==> src/rtl/core/wnm_pkg.sv <==
// ============================================================================
// wnm_pkg: shared types and constants of the wildcard name matcher
// Action codes, wildcard byte values, result word and per-cell control word.
// ============================================================================
`default_nettype none

package wnm_pkg;

    localparam int PATTERN_DEPTH_DEF = 32;

    localparam logic [7:0] STAR_BYTE  = 8'h2A;
    localparam logic [7:0] QMARK_BYTE = 8'h3F;

    typedef enum logic [1:0] {
        ACT_CLEAR  = 2'd0,
        ACT_APPEND = 2'd1,
        ACT_NAME   = 2'd2,
        ACT_END    = 2'd3
    } t_action;

    // Broadcast to every cell in the chain.
    typedef struct packed {
        logic       restart;  // clear or end of name: back to position zero
        logic       feed;     // name byte step
        logic       wr;       // pattern byte write at position len
        logic [7:0] chr;      // pattern or name byte
        logic       absorb;   // absorbed mark for the byte being written
        logic       glob;     // wildcards enabled
    } t_cell_ctl;

    typedef struct packed {
        logic match;
        logic ovf;
    } t_result;

endpackage : wnm_pkg

`default_nettype wire

==> src/rtl/core/wildcard_name_matcher_unit.sv <==
// ============================================================================
// wildcard_name_matcher_unit: glob-style name matcher against a stored pattern
// Cell chain, one active bit each; one input word per cycle unless stalled.
// ============================================================================
// Usage:
//  - Input stream (i_s_*): one word per byte. tuser carries the action
//    (clear pattern, append pattern byte, name byte, end of name), tdata the
//    byte. Words may arrive back to back.
//  - Output stream (o_m_*): one word per end-of-name action. tdata[0] is the
//    match bit, tuser[0] the pattern overflow flag (match is then 0).
//    The result is registered, in the skid entry while another one waits.
//  - APB port: register 0 (address 0), bit 0 = glob_enable, reset 1. Write
//    only while no result is pending; pready is tied high.
//  - Throughput: one word per cycle unless stalled. A name byte updates every
//    active position at once; the star/absorbed skip closure ripples through
//    the cell chain inside that cycle, so chain length sets the clock limit.
//  - Stall: results sit in an output register plus a skid entry. The input
//    keeps flowing while one result waits; o_s_tready drops only while both
//    entries are full, and rises again the cycle after the receiver takes one.
//  - Reset (synchronous, active low): empty pattern, only position zero
//    active, overflow clear, glob mode on, output buffer empty. No clearing
//    pass: pattern bytes at or beyond the pattern length are never read.
// ============================================================================
`default_nettype none

module wildcard_name_matcher_unit
    import wnm_pkg::*;
#(
    parameter int PATTERN_DEPTH = PATTERN_DEPTH_DEF
) (
    input  wire logic        i_clk,
    input  wire logic        i_rst_n,
    // input stream
    input  wire logic        i_s_tvalid,
    output logic             o_s_tready,
    input  wire logic [7:0]  i_s_tdata,   // [7:0] character
    input  wire logic [1:0]  i_s_tuser,   // [1:0] action
    // result stream
    output logic             o_m_tvalid,
    input  wire logic        i_m_tready,
    output logic [7:0]       o_m_tdata,   // [0] match, [7:1] zero
    output logic [0:0]       o_m_tuser,   // [0] pattern_overflow
    // configuration
    input  wire logic        psel,
    input  wire logic        penable,
    input  wire logic        pwrite,
    input  wire logic [2:0]  paddr,
    input  wire logic [31:0] pwdata,
    output logic [31:0]      prdata,
    output logic             pready
);

    localparam int LENW = $clog2(PATTERN_DEPTH + 1);
    localparam logic [LENW-1:0] FULL_LEN = LENW'(PATTERN_DEPTH);

    // ------------------------------------------------------------------
    // configuration register
    // ------------------------------------------------------------------
    logic r_glob;
    logic cfg_wr;
    logic cfg_sel0;

    assign pready   = 1'b1;
    assign cfg_sel0 = (paddr[2] == 1'b0);
    assign cfg_wr   = psel & penable & pwrite & pready & cfg_sel0;
    assign prdata   = cfg_sel0 ? {31'd0, r_glob} : 32'd0;

    always_ff @(posedge i_clk) begin
        if (!i_rst_n) begin
            r_glob <= 1'b1;
        end else if (cfg_wr) begin
            r_glob <= pwdata[0];
        end
    end

    // ------------------------------------------------------------------
    // input decode and pattern bookkeeping
    // ------------------------------------------------------------------
    t_action   act;
    logic      accept;
    logic      full;
    logic      buf_full;
    t_cell_ctl ctl;

    logic [LENW-1:0] r_len;
    logic [LENW-1:0] n_len;
    logic            r_star_run;
    logic            n_star_run;
    logic            r_ovf;
    logic            n_ovf;
    logic            absorb;

    assign act        = t_action'(i_s_tuser);
    assign o_s_tready = !buf_full;
    assign accept     = i_s_tvalid & o_s_tready;
    assign full       = (r_len == FULL_LEN);

    always_comb begin
        n_len      = r_len;
        n_star_run = r_star_run;
        n_ovf      = r_ovf;
        absorb     = 1'b0;
        if (accept) begin
            unique case (act)
                ACT_CLEAR: begin
                    n_len      = '0;
                    n_star_run = 1'b0;
                    n_ovf      = 1'b0;
                end
                ACT_APPEND: begin
                    if (full) begin
                        n_ovf = 1'b1;
                    end else begin
                        n_len = r_len + LENW'(1);
                        priority if (i_s_tdata == STAR_BYTE) begin
                            n_star_run = 1'b1;
                        end else if (i_s_tdata == QMARK_BYTE) begin
                            absorb = r_star_run;  // '?' inside a star run
                        end else begin
                            n_star_run = 1'b0;
                        end
                    end
                end
                ACT_NAME, ACT_END: begin
                end
                default: begin
                end
            endcase
        end
    end

    always_ff @(posedge i_clk) begin
        if (!i_rst_n) begin
            r_len      <= '0;
            r_star_run <= 1'b0;
            r_ovf      <= 1'b0;
        end else begin
            r_len      <= n_len;
            r_star_run <= n_star_run;
            r_ovf      <= n_ovf;
        end
    end

    assign ctl.restart = accept & ((act == ACT_CLEAR) | (act == ACT_END));
    assign ctl.feed    = accept & (act == ACT_NAME);
    assign ctl.wr      = accept & (act == ACT_APPEND) & !full;
    assign ctl.chr     = i_s_tdata;
    assign ctl.absorb  = absorb;
    assign ctl.glob    = r_glob;

    // ------------------------------------------------------------------
    // cell chain: positions 0..PATTERN_DEPTH
    // ------------------------------------------------------------------
    logic [PATTERN_DEPTH+1:0] carry;
    logic [PATTERN_DEPTH+1:0] shift;
    logic [PATTERN_DEPTH:0]   hit_vec;

    assign carry[0] = 1'b0;
    assign shift[0] = 1'b0;

    for (genvar g = 0; g <= PATTERN_DEPTH; g++) begin : g_cell
        wnm_cell #(
            .DEPTH (PATTERN_DEPTH),
            .INDEX (g)
        ) u_cell (
            .i_clk   (i_clk),
            .i_rst_n (i_rst_n),
            .i_ctl   (ctl),
            .i_len   (r_len),
            .i_carry (carry[g]),
            .i_shift (shift[g]),
            .o_carry (carry[g+1]),
            .o_shift (shift[g+1]),
            .o_hit   (hit_vec[g])
        );
    end

    // the last position never holds a byte, so nothing leaves the chain end
    logic chain_end_unused;
    assign chain_end_unused = carry[PATTERN_DEPTH+1] | shift[PATTERN_DEPTH+1];

    // ------------------------------------------------------------------
    // result
    // ------------------------------------------------------------------
    t_result res_in;
    t_result res_out;
    logic    push;

    assign push         = accept & (act == ACT_END);
    assign res_in.match = (|hit_vec) & !r_ovf & !chain_end_unused;
    assign res_in.ovf   = r_ovf;

    wnm_out_buf u_out_buf (
        .i_clk   (i_clk),
        .i_rst_n (i_rst_n),
        .i_push  (push),
        .i_res   (res_in),
        .i_ready (i_m_tready),
        .o_full  (buf_full),
        .o_valid (o_m_tvalid),
        .o_res   (res_out)
    );

    assign o_m_tdata = {7'd0, res_out.match};
    assign o_m_tuser = res_out.ovf;

    // ------------------------------------------------------------------
    // assertions
    // ------------------------------------------------------------------
    a_len_bound: assert property (@(posedge i_clk) disable iff (!i_rst_n)
        r_len <= FULL_LEN)
        else $error("pattern length beyond depth");

    a_ovf_only_full: assert property (@(posedge i_clk) disable iff (!i_rst_n)
        r_ovf |-> full)
        else $error("overflow flag set with room left");

    a_clear_resets: assert property (@(posedge i_clk) disable iff (!i_rst_n)
        (accept && act == ACT_CLEAR) |=> (r_len == '0 && !r_ovf && !r_star_run))
        else $error("clear did not empty the pattern");

    a_end_gives_result: assert property (@(posedge i_clk) disable iff (!i_rst_n)
        push |=> o_m_tvalid)
        else $error("end of name produced no result word");

    a_ovf_no_match: assert property (@(posedge i_clk) disable iff (!i_rst_n)
        (o_m_tvalid && o_m_tuser[0]) |-> !o_m_tdata[0])
        else $error("match reported with overflowed pattern");

endmodule : wildcard_name_matcher_unit

`default_nettype wire

==> src/rtl/core/wnm_cell.sv <==
// ============================================================================
// wnm_cell: one pattern position of the matcher chain
// Holds a pattern byte, its absorbed mark and the active bit of the position;
// passes the free-skip closure and the advance bit to the next cell.
// ============================================================================
`default_nettype none

module wnm_cell
    import wnm_pkg::*;
#(
    parameter int DEPTH = PATTERN_DEPTH_DEF,
    parameter int INDEX = 0
) (
    input  wire logic                       i_clk,
    input  wire logic                       i_rst_n,
    input  wire t_cell_ctl                  i_ctl,
    input  wire logic [$clog2(DEPTH+1)-1:0] i_len,
    input  wire logic                       i_carry,  // closure from left neighbor
    input  wire logic                       i_shift,  // advance from left neighbor
    output logic                            o_carry,
    output logic                            o_shift,
    output logic                            o_hit     // closed and at pattern end
);

    localparam int LENW = $clog2(DEPTH + 1);
    localparam logic [LENW-1:0] MY_POS = LENW'(INDEX);
    localparam logic RST_ACT = (INDEX == 0);

    logic [7:0] r_byte;
    logic       r_abs;
    logic       r_act;
    logic       n_act;

    logic valid;
    logic is_star;
    logic is_q;
    logic same;
    logic closed;
    logic stay;

    assign valid   = (i_len > MY_POS);
    assign is_star = (r_byte == STAR_BYTE);
    assign is_q    = (r_byte == QMARK_BYTE);
    assign same    = (r_byte == i_ctl.chr);
    assign closed  = r_act | i_carry;

    assign o_carry = closed & valid & i_ctl.glob & (is_star | r_abs);
    assign stay    = closed & valid & i_ctl.glob & is_star;
    assign o_shift = closed & valid &
                     (i_ctl.glob ? (!is_star && !r_abs && (is_q || same)) : same);
    assign o_hit   = closed & (i_len == MY_POS);

    always_comb begin
        if (i_ctl.restart) begin
            n_act = RST_ACT;
        end else if (i_ctl.feed) begin
            n_act = stay | i_shift;
        end else begin
            n_act = r_act;
        end
    end

    always_ff @(posedge i_clk) begin
        if (!i_rst_n) begin
            r_act <= RST_ACT;
        end else begin
            r_act <= n_act;
        end
    end

    // pattern store: no reset, only entries below len are ever used
    always_ff @(posedge i_clk) begin
        if (i_ctl.wr && (i_len == MY_POS)) begin
            r_byte <= i_ctl.chr;
            r_abs  <= i_ctl.absorb;
        end
    end

endmodule : wnm_cell

`default_nettype wire

==> src/rtl/core/wnm_out_buf.sv <==
// ============================================================================
// wnm_out_buf: result output register with skid stage
// Two-entry buffer between the matcher and the result stream; ready toward
// the input side is registered (low only while the skid entry is held).
// ============================================================================
`default_nettype none

module wnm_out_buf
    import wnm_pkg::*;
(
    input  wire logic    i_clk,
    input  wire logic    i_rst_n,
    input  wire logic    i_push,
    input  wire t_result i_res,
    input  wire logic    i_ready,
    output logic         o_full,
    output logic         o_valid,
    output t_result      o_res
);

    logic    r_out_valid;
    logic    r_skid_valid;
    t_result r_out;
    t_result r_skid;
    logic    pop;

    assign pop     = r_out_valid & i_ready;
    assign o_full  = r_skid_valid;
    assign o_valid = r_out_valid;
    assign o_res   = r_out;

    always_ff @(posedge i_clk) begin
        if (!i_rst_n) begin
            r_out_valid  <= 1'b0;
            r_skid_valid <= 1'b0;
        end else if (r_skid_valid) begin
            if (pop) begin
                r_skid_valid <= 1'b0;
            end
        end else if (i_push) begin
            if (r_out_valid && !pop) begin
                r_skid_valid <= 1'b1;
            end else begin
                r_out_valid <= 1'b1;
            end
        end else if (pop) begin
            r_out_valid <= 1'b0;
        end
    end

    always_ff @(posedge i_clk) begin
        if (r_skid_valid) begin
            if (pop) begin
                r_out <= r_skid;
            end
        end else if (i_push) begin
            if (r_out_valid && !pop) begin
                r_skid <= i_res;
            end else begin
                r_out <= i_res;
            end
        end
    end

    a_skid_implies_out: assert property (@(posedge i_clk) disable iff (!i_rst_n)
        r_skid_valid |-> r_out_valid)
        else $error("skid entry held without output entry");

    a_no_push_when_full: assert property (@(posedge i_clk) disable iff (!i_rst_n)
        (r_skid_valid && !pop) |=> (r_skid_valid && $stable(r_skid)))
        else $error("held skid word lost or changed");

    a_stalled_out_holds: assert property (@(posedge i_clk) disable iff (!i_rst_n)
        (r_out_valid && !i_ready) |=> (r_out_valid && $stable(r_out)))
        else $error("stalled result word changed");

endmodule : wnm_out_buf

`default_nettype wire

==> config.mk <==
export PLATFORM = sky130hd
export DESIGN_NAME = wildcard_name_matcher_unit
export DESIGN_NICKNAME = d
export VERILOG_FILES = /design/src/rtl/core/wnm_pkg.sv /design/src/rtl/core/wildcard_name_matcher_unit.sv /design/src/rtl/core/wnm_cell.sv /design/src/rtl/core/wnm_out_buf.sv
export SDC_FILE = /design/constraint.sdc
export NUM_CORES = 1
export LEC_CHECK = 0
export BUFFER_PORTS_ARGS = -buffer_cell sky130_fd_sc_hd__buf_2
export CAP_MARGIN = 20
export CORE_ASPECT_RATIO = 0.5
export CORE_UTILIZATION = 60
export DETAILED_ROUTE_END_ITERATION = 10
export PLACE_DENSITY = 0.79
export SLEW_MARGIN = 10
export SYNTH_ARGS = -nofsm -noshare
export SYNTH_HDL_FRONTEND = slang
export SYNTH_SLANG_ARGS = --single-unit
==> constraint.sdc <==
create_clock -name i_clk -period 8.65 [get_ports i_clk]
set_clock_uncertainty 0.15 [all_clocks]
set_input_delay 1.2975 -clock i_clk [delete_from_list [all_inputs] [get_ports i_clk]]
set_output_delay 1.2975 -clock i_clk [all_outputs]
set_load 0.01 [all_outputs]
==> results of run 1 <==
-- routing by layer --
layer	track usage (%)	routed length [um]	vias up
met3	7.01	5750	108
met5	0	0	-
met2	47.8	21300	814
met4	7.19	1120	0
met1	48.1	22200	6881
li1	-	-	6201
-- state kept, by name, summed over array words and instances (netlist names) --
register and cells:
u_out_buf.o_res 2, g_cell.u_cell.r_act 33, u_out_buf.o_valid 1, r_ovf 1
g_cell.u_cell.r_abs 32, u_out_buf.o_full 1, g_cell.u_cell.r_byte 264, r_glob 1
r_star_run 1, r_len 6, u_out_buf.r_skid 2
-- layout by cell type (no fill, tap or decap), types with 24 or more instances in the layout --
cell,n
nor4_1,64
edfxtp_1,300
a31oi_1,26
clkbuf_16,31
and3_1,24
nor2_1,130
xor2_1,188
nor3_1,54
conb_1,47
o21ai_0,47
nand3_1,48
buf_4,30
a21oi_1,62
inv_1,27
nand2_1,110
dfxtp_1,43
nand4_1,53
xnor2_1,72
-- through the flow --
stage,hold WS [ps],util (%),instances
finish,330,66.9,2088
global route,345,66.9,2088
CTS,327,66.8,2085
detailed placement,319,63.5,2029
global placement,308,63.5,2029
floorplan,292,-,1704
-- power by group through the flow --
stage / clock network (W) / registers [W] / logic (W)
2_1_floorplan: 0 / 0.00185 / 0.000136
3_3_place_gp: 0 / 0.00185 / 0.000187
3_5_place_dp: 0 / 0.00185 / 0.000195
4_1_cts: 0.00135 / 0.00182 / 0.000196
5_1_grt: 0.00141 / 0.00182 / 0.000215
6_report: 0.00134 / 0.00182 / 0.000200
-- worst max-delay path: cells and delay by family, from the launching register on --
kind | cells | cell delay (ps)
adder cells (fa/ha/maj) | 1 | 330
AO/OA/AOI/OAI | 7 | 2030
flip-flops | 1 | 670
AND/OR/NAND/NOR | 3 | 750
buffers and inverters | 3 | 880
-- cell families (layout without fill, tap and decap cells) --
logic type | after synthesis | after routing
buffers and inverters | 142 | 135
AO/OA/AOI/OAI | 307 | 307
XOR/XNOR | 260 | 260
multiplexers | 5 | 5
AND/OR/NAND/NOR | 591 | 591
adder cells (fa/ha/maj) | 8 | 8
other | 2 | 47
flip-flops | 344 | 344
-- how the worst max path moves through the flow --
stage,from,end,slack [ps],cells after the start
2_1_floorplan,i_s_tdata[5],g_cell[0].u_cell.r_abs$_DFFE_PP_,3940,7
3_3_place_gp,r_len[1]$_SDFFE_PN0P_,u_out_buf.o_res[1]$_DFFE_PP_,3890,14
3_5_place_dp,r_len[0]$_SDFFE_PN0P_,u_out_buf.o_res[1]$_DFFE_PP_,3790,14
4_1_cts,r_len[1]$_SDFFE_PN0P_,u_out_buf.o_res[1]$_DFFE_PP_,3760,14
5_1_grt,r_len[1]$_SDFFE_PN0P_,u_out_buf.o_res[1]$_DFFE_PP_,3450,14
6_report,r_len[1]$_SDFFE_PN0P_,u_out_buf.o_res[1]$_DFFE_PP_,3620,14
-- final cells by class --
class | instances | area (sq um)
Clock buffer | 37 | 818
Clock inverter | 19 | 154
Fill cell | 2163 | 9800
Inverter | 28 | 105
Multi-Input combinational cell | 1218 | 8020
Sequential cell | 344 | 9890
Tap cell | 391 | 489
Timing Repair Buffer | 51 | 340
==> flow_summary.ini, run 1 <==
[final_layout]
synthToLayoutAreaGrowth_pct = 7.46
layout-drive-gt1-share_pct = 8.31
antennaDiodeCount = 0
fin_nets = 1733
stdcell_area_sq_mm = 0.0198

[route]
vias_per_cell = 6.71
routed_wirelength_mm = 50.3
drt_iter0_drc = 1714
wl_per_cell_um = 24.1
dr.pass1.iters = 8
drc = 0
ant_nets = 0
routed-via-count = 14000

[power_and_ir_drop]
power_frac_comb_pct = 6.0
intPower_w = 0.00260
pwr-share-clk_pct = 39.9
netSwitchingPower_w = 0.000759
total_power_w = 0.00336
power_frac_seq_pct = 54.1
leakage_nw = 6.40
peakVddDrop_uv = 147
switching_share_pct = 22.6
p_per_area_mw_per_mm2 = 169

[floorplanning]
core-area_sq_mm = 0.0296
dieArea_sq_mm = 0.0315
ioPinCount = 96
rows = 44
start_util_pct = 62.3
dieHeight_um = 126
die_w_um = 250

[synthesis]
avgSynthCellArea_sq_um = 11.1
synth_fa_ha_area_share_pct = 0.543
syn_area_sq_mm = 0.0184
synth-async-reset-ratio_pct = 0
synth-compound-area-share_pct = 12.1
synth_cells = 1659
synth_top_area_share_pct = 48.9
synth_cell_types = 97
synth_top_family_by_area = simple AND/OR/NAND/NOR gates
ys_ff_latch = 344
synth_mux_area_share_pct = 0.292
ys.flop_type = edfxtp_1
netlist_top_cells_count = edfxtp_1, xor2_1, nor2_1
synth_xor_area_share_pct = 12.3
synthSimpleGateAreaFrac_pct = 17.2
synth-edff-count = 300
ys_warn_count = 0
yosys.area.top_type = edfxtp_1
yosys-top-cells-area = edfxtp_1, xor2_1, dfxtp_1, xnor2_1, nor2_1
yosysMostFrequentCell = edfxtp_1
synth_seq_area_share_pct = 53.6

[critical_path]
r2r_slack_ps = 3620
worstSetupStartpointType = register
slowest_delay_ps = 670
worstSetupPathType = reg2reg
r2r-end = u_out_buf.o_res[1]$_DFFE_PP_
worstReg2RegStart = r_len[1]$_SDFFE_PN0P_
worstPathRequired_ps = 8880
cp_slowest_cell = dfxtp_1
crit_arrival_ps = 5260
cp-end-kind = register
worstPathCellList = inv_1 > ha_1 > buf_4 > inv_1 > o21ai_2 > nor3_2 > a311oi_4 > o31ai_4 > nand2_1 > a21boi_0 > a222oi_1 > nand4_1 > a31oi_1 > o31ai_1
crit_top_cell = inv_1
rr_worst_depth = 14
worstPathMaxFanout = 15

[timing]
worstMarginPinSlew_ps = 888
max-slew-margin-rel_pct = 40.8
max_freq_mhz = 199
timing.final.setup_violations = 0
grt_setup_unrepaired = false
finalSetupTns_ps = 0
period_needed_ps = 5030
fin_ws_ps = 3620
finalCritPeriodShare_pct = 58.2
hold_violations = 0
slew_viol_final = 0

[clock_tree]
clockBufferDepth = 3
cts_setup_buffers = 0
clk_pin_slew_ps = 70
htree_levels = 1
postCtsHoldBufs = 0
root_buffer = clkbuf_16
cts_tree = built
worstSkewPairLatency_ps = 580
numCtsBuffers = 30
cts_resized = 0
cts_sinks = 344

[place]
place_area_sq_mm = 0.0188
port_buffers = 23
post-place-ws_ps = 3790
hpwlAfterDp_mm = 34.6
gp_congestion = 1.01

[min_path]
min_to = g_cell[2].u_cell.r_act$_SDFFE_PP0P_
min_from = g_cell[2].u_cell.r_act$_SDFFE_PP0P_
worstHoldPathType = reg2reg
worstHoldPathCells = 2

[global_routing]
grtUsageTotal_pct = 32.1
grt_remaining_overflow = 0
antenna_found_initial = 0
grt_pass1_vias = 13400
grt_pass1_wl_mm = 78.0
grt_max_degree = 44

[outcome]
status = finished clean

[job]
cap_viol_max_count = 0
Power figures use the tool's default switching activity.
==> inputs of run 2 (changes only) <==
--- a/config.mk
+++ b/config.mk
@@ -5,6 +5,7 @@
 export SDC_FILE = /design/constraint.sdc
 export NUM_CORES = 1
 export LEC_CHECK = 0
+export ABC_AREA = 1
 export BUFFER_PORTS_ARGS = -buffer_cell sky130_fd_sc_hd__buf_2
 export CAP_MARGIN = 20
 export CORE_ASPECT_RATIO = 0.5
==> constraint.sdc (replaced) <==
create_clock -name i_clk -period 4.8 [get_ports i_clk]
set_clock_uncertainty 0.15 [all_clocks]
set_input_delay 0.72 -clock i_clk [delete_from_list [all_inputs] [get_ports i_clk]]
set_output_delay 0.72 -clock i_clk [all_outputs]
set_load 0.01 [all_outputs]
==> flow_summary.ini, run 2 <==
[synthesis]
synth_cell_types = 45
synth_seq_area_share_pct = 54.9
netlist_top_cells_count = edfxtp_1, nand2_1, inv_1
ys.flop_type = edfxtp_1
yosys-top-cells-area = edfxtp_1, xnor2_1, nand2_1, dfxtp_1, or2_2
yosys.area.top_type = edfxtp_1
yosysMostFrequentCell = edfxtp_1
synth_cells = 1796
synth-edff-count = 300
syn_area_sq_mm = 0.0180
ys_warn_count = 0
synth_xor_area_share_pct = 6.81
synth-async-reset-ratio_pct = 0
synthSimpleGateAreaFrac_pct = 25.0
synth-compound-area-share_pct = 5.92
synth_top_family_by_area = simple AND/OR/NAND/NOR gates
avgSynthCellArea_sq_um = 10.0
synth_top_area_share_pct = 50.1
synth_fa_ha_area_share_pct = 0.556
ys_ff_latch = 344
synth_mux_area_share_pct = 0

[critical_path]
slowest_delay_ps = 700
rr_worst_depth = 50
worstReg2RegStart = r_len[1]$_SDFFE_PN0P_
cp_slowest_cell = a2111oi_0
crit_arrival_ps = 8490
cp-end-kind = register
crit_top_cell = buf_4
worstSetupStartpointType = register
r2r-end = u_out_buf.o_res[1]$_DFFE_PP_
worstPathRequired_ps = 4990
r2r_slack_ps = -3490
worstPathMaxFanout = 4
worstSetupPathType = reg2reg

[clock_tree]
worstSkewPairLatency_ps = 590
cts_tree = built
root_buffer = clkbuf_16
clockBufferDepth = 3
cts_sinks = 344
htree_levels = 1
numCtsBuffers = 30
postCtsHoldBufs = 0
clk_pin_slew_ps = 70

[final_layout]
antennaDiodeCount = 0
layout-drive-gt1-share_pct = 29.2
final_cell_mix = buf_4, edfxtp_1, nand2_1
layout_commonest_cell = buf_4
synthToLayoutAreaGrowth_pct = 21.8
fin_nets = 2183
stdcell_area_sq_mm = 0.0219
multiInputGateArea_sq_mm = 0.00725
regMostFlops = g_cell.u_cell.r_byte
largest_registers = g_cell.u_cell.r_byte: 264 flops, g_cell.u_cell.r_act: 33 flops, g_cell.u_cell.r_abs: 32 flops
regArea_sq_mm = 0.00990
fin_util_pct = 75.0
fillCellCount = 1788
largest_reg_flops = 264

[timing]
period_needed_ps = 8290
hold_violations = 0
slew_viol_final = 0
timing.final.setup_violations = 22
finalCritPeriodShare_pct = 173
grt_setup_unrepaired = true
max-slew-margin-rel_pct = 30.8
holdWs_ps = 284
worstMarginPinSlew_ps = 1040
finalSetupTns_ps = -38760
fin_ws_ps = -3490
max_freq_mhz = 121

[global_routing]
grtUsageTotal_pct = 32.8
antenna_found_initial = 0
grt_max_degree = 67
grt_pass1_wl_mm = 78.4
grt_remaining_overflow = 0
grt_pass1_vias = 14800

[min_path]
worstHoldPathType = in2reg
min_to = u_out_buf.o_valid$_SDFFE_PN0P_
worstHoldPathCells = 3
min_from = i_rst_n

[floorplanning]
rows = 44
dieHeight_um = 124
core-area_sq_mm = 0.0292
dieArea_sq_mm = 0.0307
ioPinCount = 96
die_w_um = 247
start_util_pct = 61.6

[route]
wl_per_cell_um = 19.9
drt_iter0_drc = 1869
routed_wirelength_mm = 50.5
dr.pass1.iters = 9
drc = 16
routed-via-count = 15300
ant_nets = 0
vias_per_cell = 6.01

[place]
hpwlAfterDp_mm = 31.1
gp_congestion = 0.948
place_area_sq_mm = 0.0204
port_buffers = 23

[job]
cap_viol_max_count = 0

[power_and_ir_drop]
total_power_w = 0.00631
peakVddDrop_uv = 272
leakage_nw = 8.38
p_per_area_mw_per_mm2 = 288

[outcome]
status = complete, but fails checks
failed_checks = DRC, setup timing
==> run 2: critical path: cells and delay by family (launching register included) <==
kind	cells	cell delay, ps
fa+ha+maj	1	220
simple gates	16	1860
buf+inv	29	3560
compound gates	4	1870
flops	1	340
==> run 2: cell type report <==
class	count	area share [%]
Tap cell	391	2.23
Clock inverter	11	0.805
Inverter	161	2.80
Multi-Input combinational cell	1227	33.0
Timing Repair Buffer	359	12.1
Sequential cell	344	45.2
Clock buffer	45	3.87
==> run 2: kinds of logic after synthesis <==
kind of cell | after synthesis
and+or+nand+nor | 866
DFF | 344
buffers and inverters | 270
AOI/OAI and AO/OA | 166
xor gates and xnor gates | 140
adders and majority gates | 8
other | 2
==> run 2: routing by layer <==
metal / global-route usage (%) / wire (um)
met1: 46.0 / 20900
met3: 5.99 / 5250
met4: 11.4 / 1530
met5: 0 / 0
met2: 51.3 / 22800
==> run 2: per-stage QoR <==
| step | instances | setup WS [ps] |
|---|---|---|
| 3_3_place_gp | 2430 | -2550 |
| 6_report | 2538 | -3490 |
| 4_1_cts | 2526 | -3010 |
| 2_1_floorplan | 1841 | -1630 |
| 5_1_grt | 2538 | -4070 |
| 3_5_place_dp | 2432 | -2950 |
==> run 2: worst max-delay path by stage <==
| stage | start | slack, ps | end | cells past startpoint |
|---|---|---|---|---|
| final | r_len[1]$_SDFFE_PN0P_ | -3490 | u_out_buf.o_res[1]$_DFFE_PP_ | 50 |
| after global routing | g_cell[1].u_cell.r_byte[6]$_DFFE_PP_ | -4070 | u_out_buf.o_res[1]$_DFFE_PP_ | 69 |
| after CTS | r_len[1]$_SDFFE_PN0P_ | -3010 | u_out_buf.o_res[1]$_DFFE_PP_ | 50 |
| after detailed placement | r_len[0]$_SDFFE_PN0P_ | -2950 | u_out_buf.o_res[1]$_DFFE_PP_ | 73 |
| after global placement | g_cell[0].u_cell.r_byte[6]$_DFFE_PP_ | -2550 | u_out_buf.o_res[1]$_DFFE_PP_ | 73 |
| after floorplan | r_len[1]$_SDFFE_PN0P_ | -1630 | u_out_buf.o_res[1]$_DFFE_PP_ | 73 |
==> run 2: report_power, final <==
part,internal (W),leakage [nW],total (W),switching [W]
clock,0.00149,0.498,0.00259,0.00110
combinational,0.000150,4.80,0.000448,0.000298
sequential,0.00326,3.09,0.00327,0.0000107
==> run 2: repair_timing <==
| action | 4_1_cts | 5_1_grt |
|---|---|---|
| endpoints found under the setup margin | 18 | 23 |
| pin swaps | 9 | 6 |
| gates resized for setup | 21 | 17 |
| setup buffers | 38 | 7 |
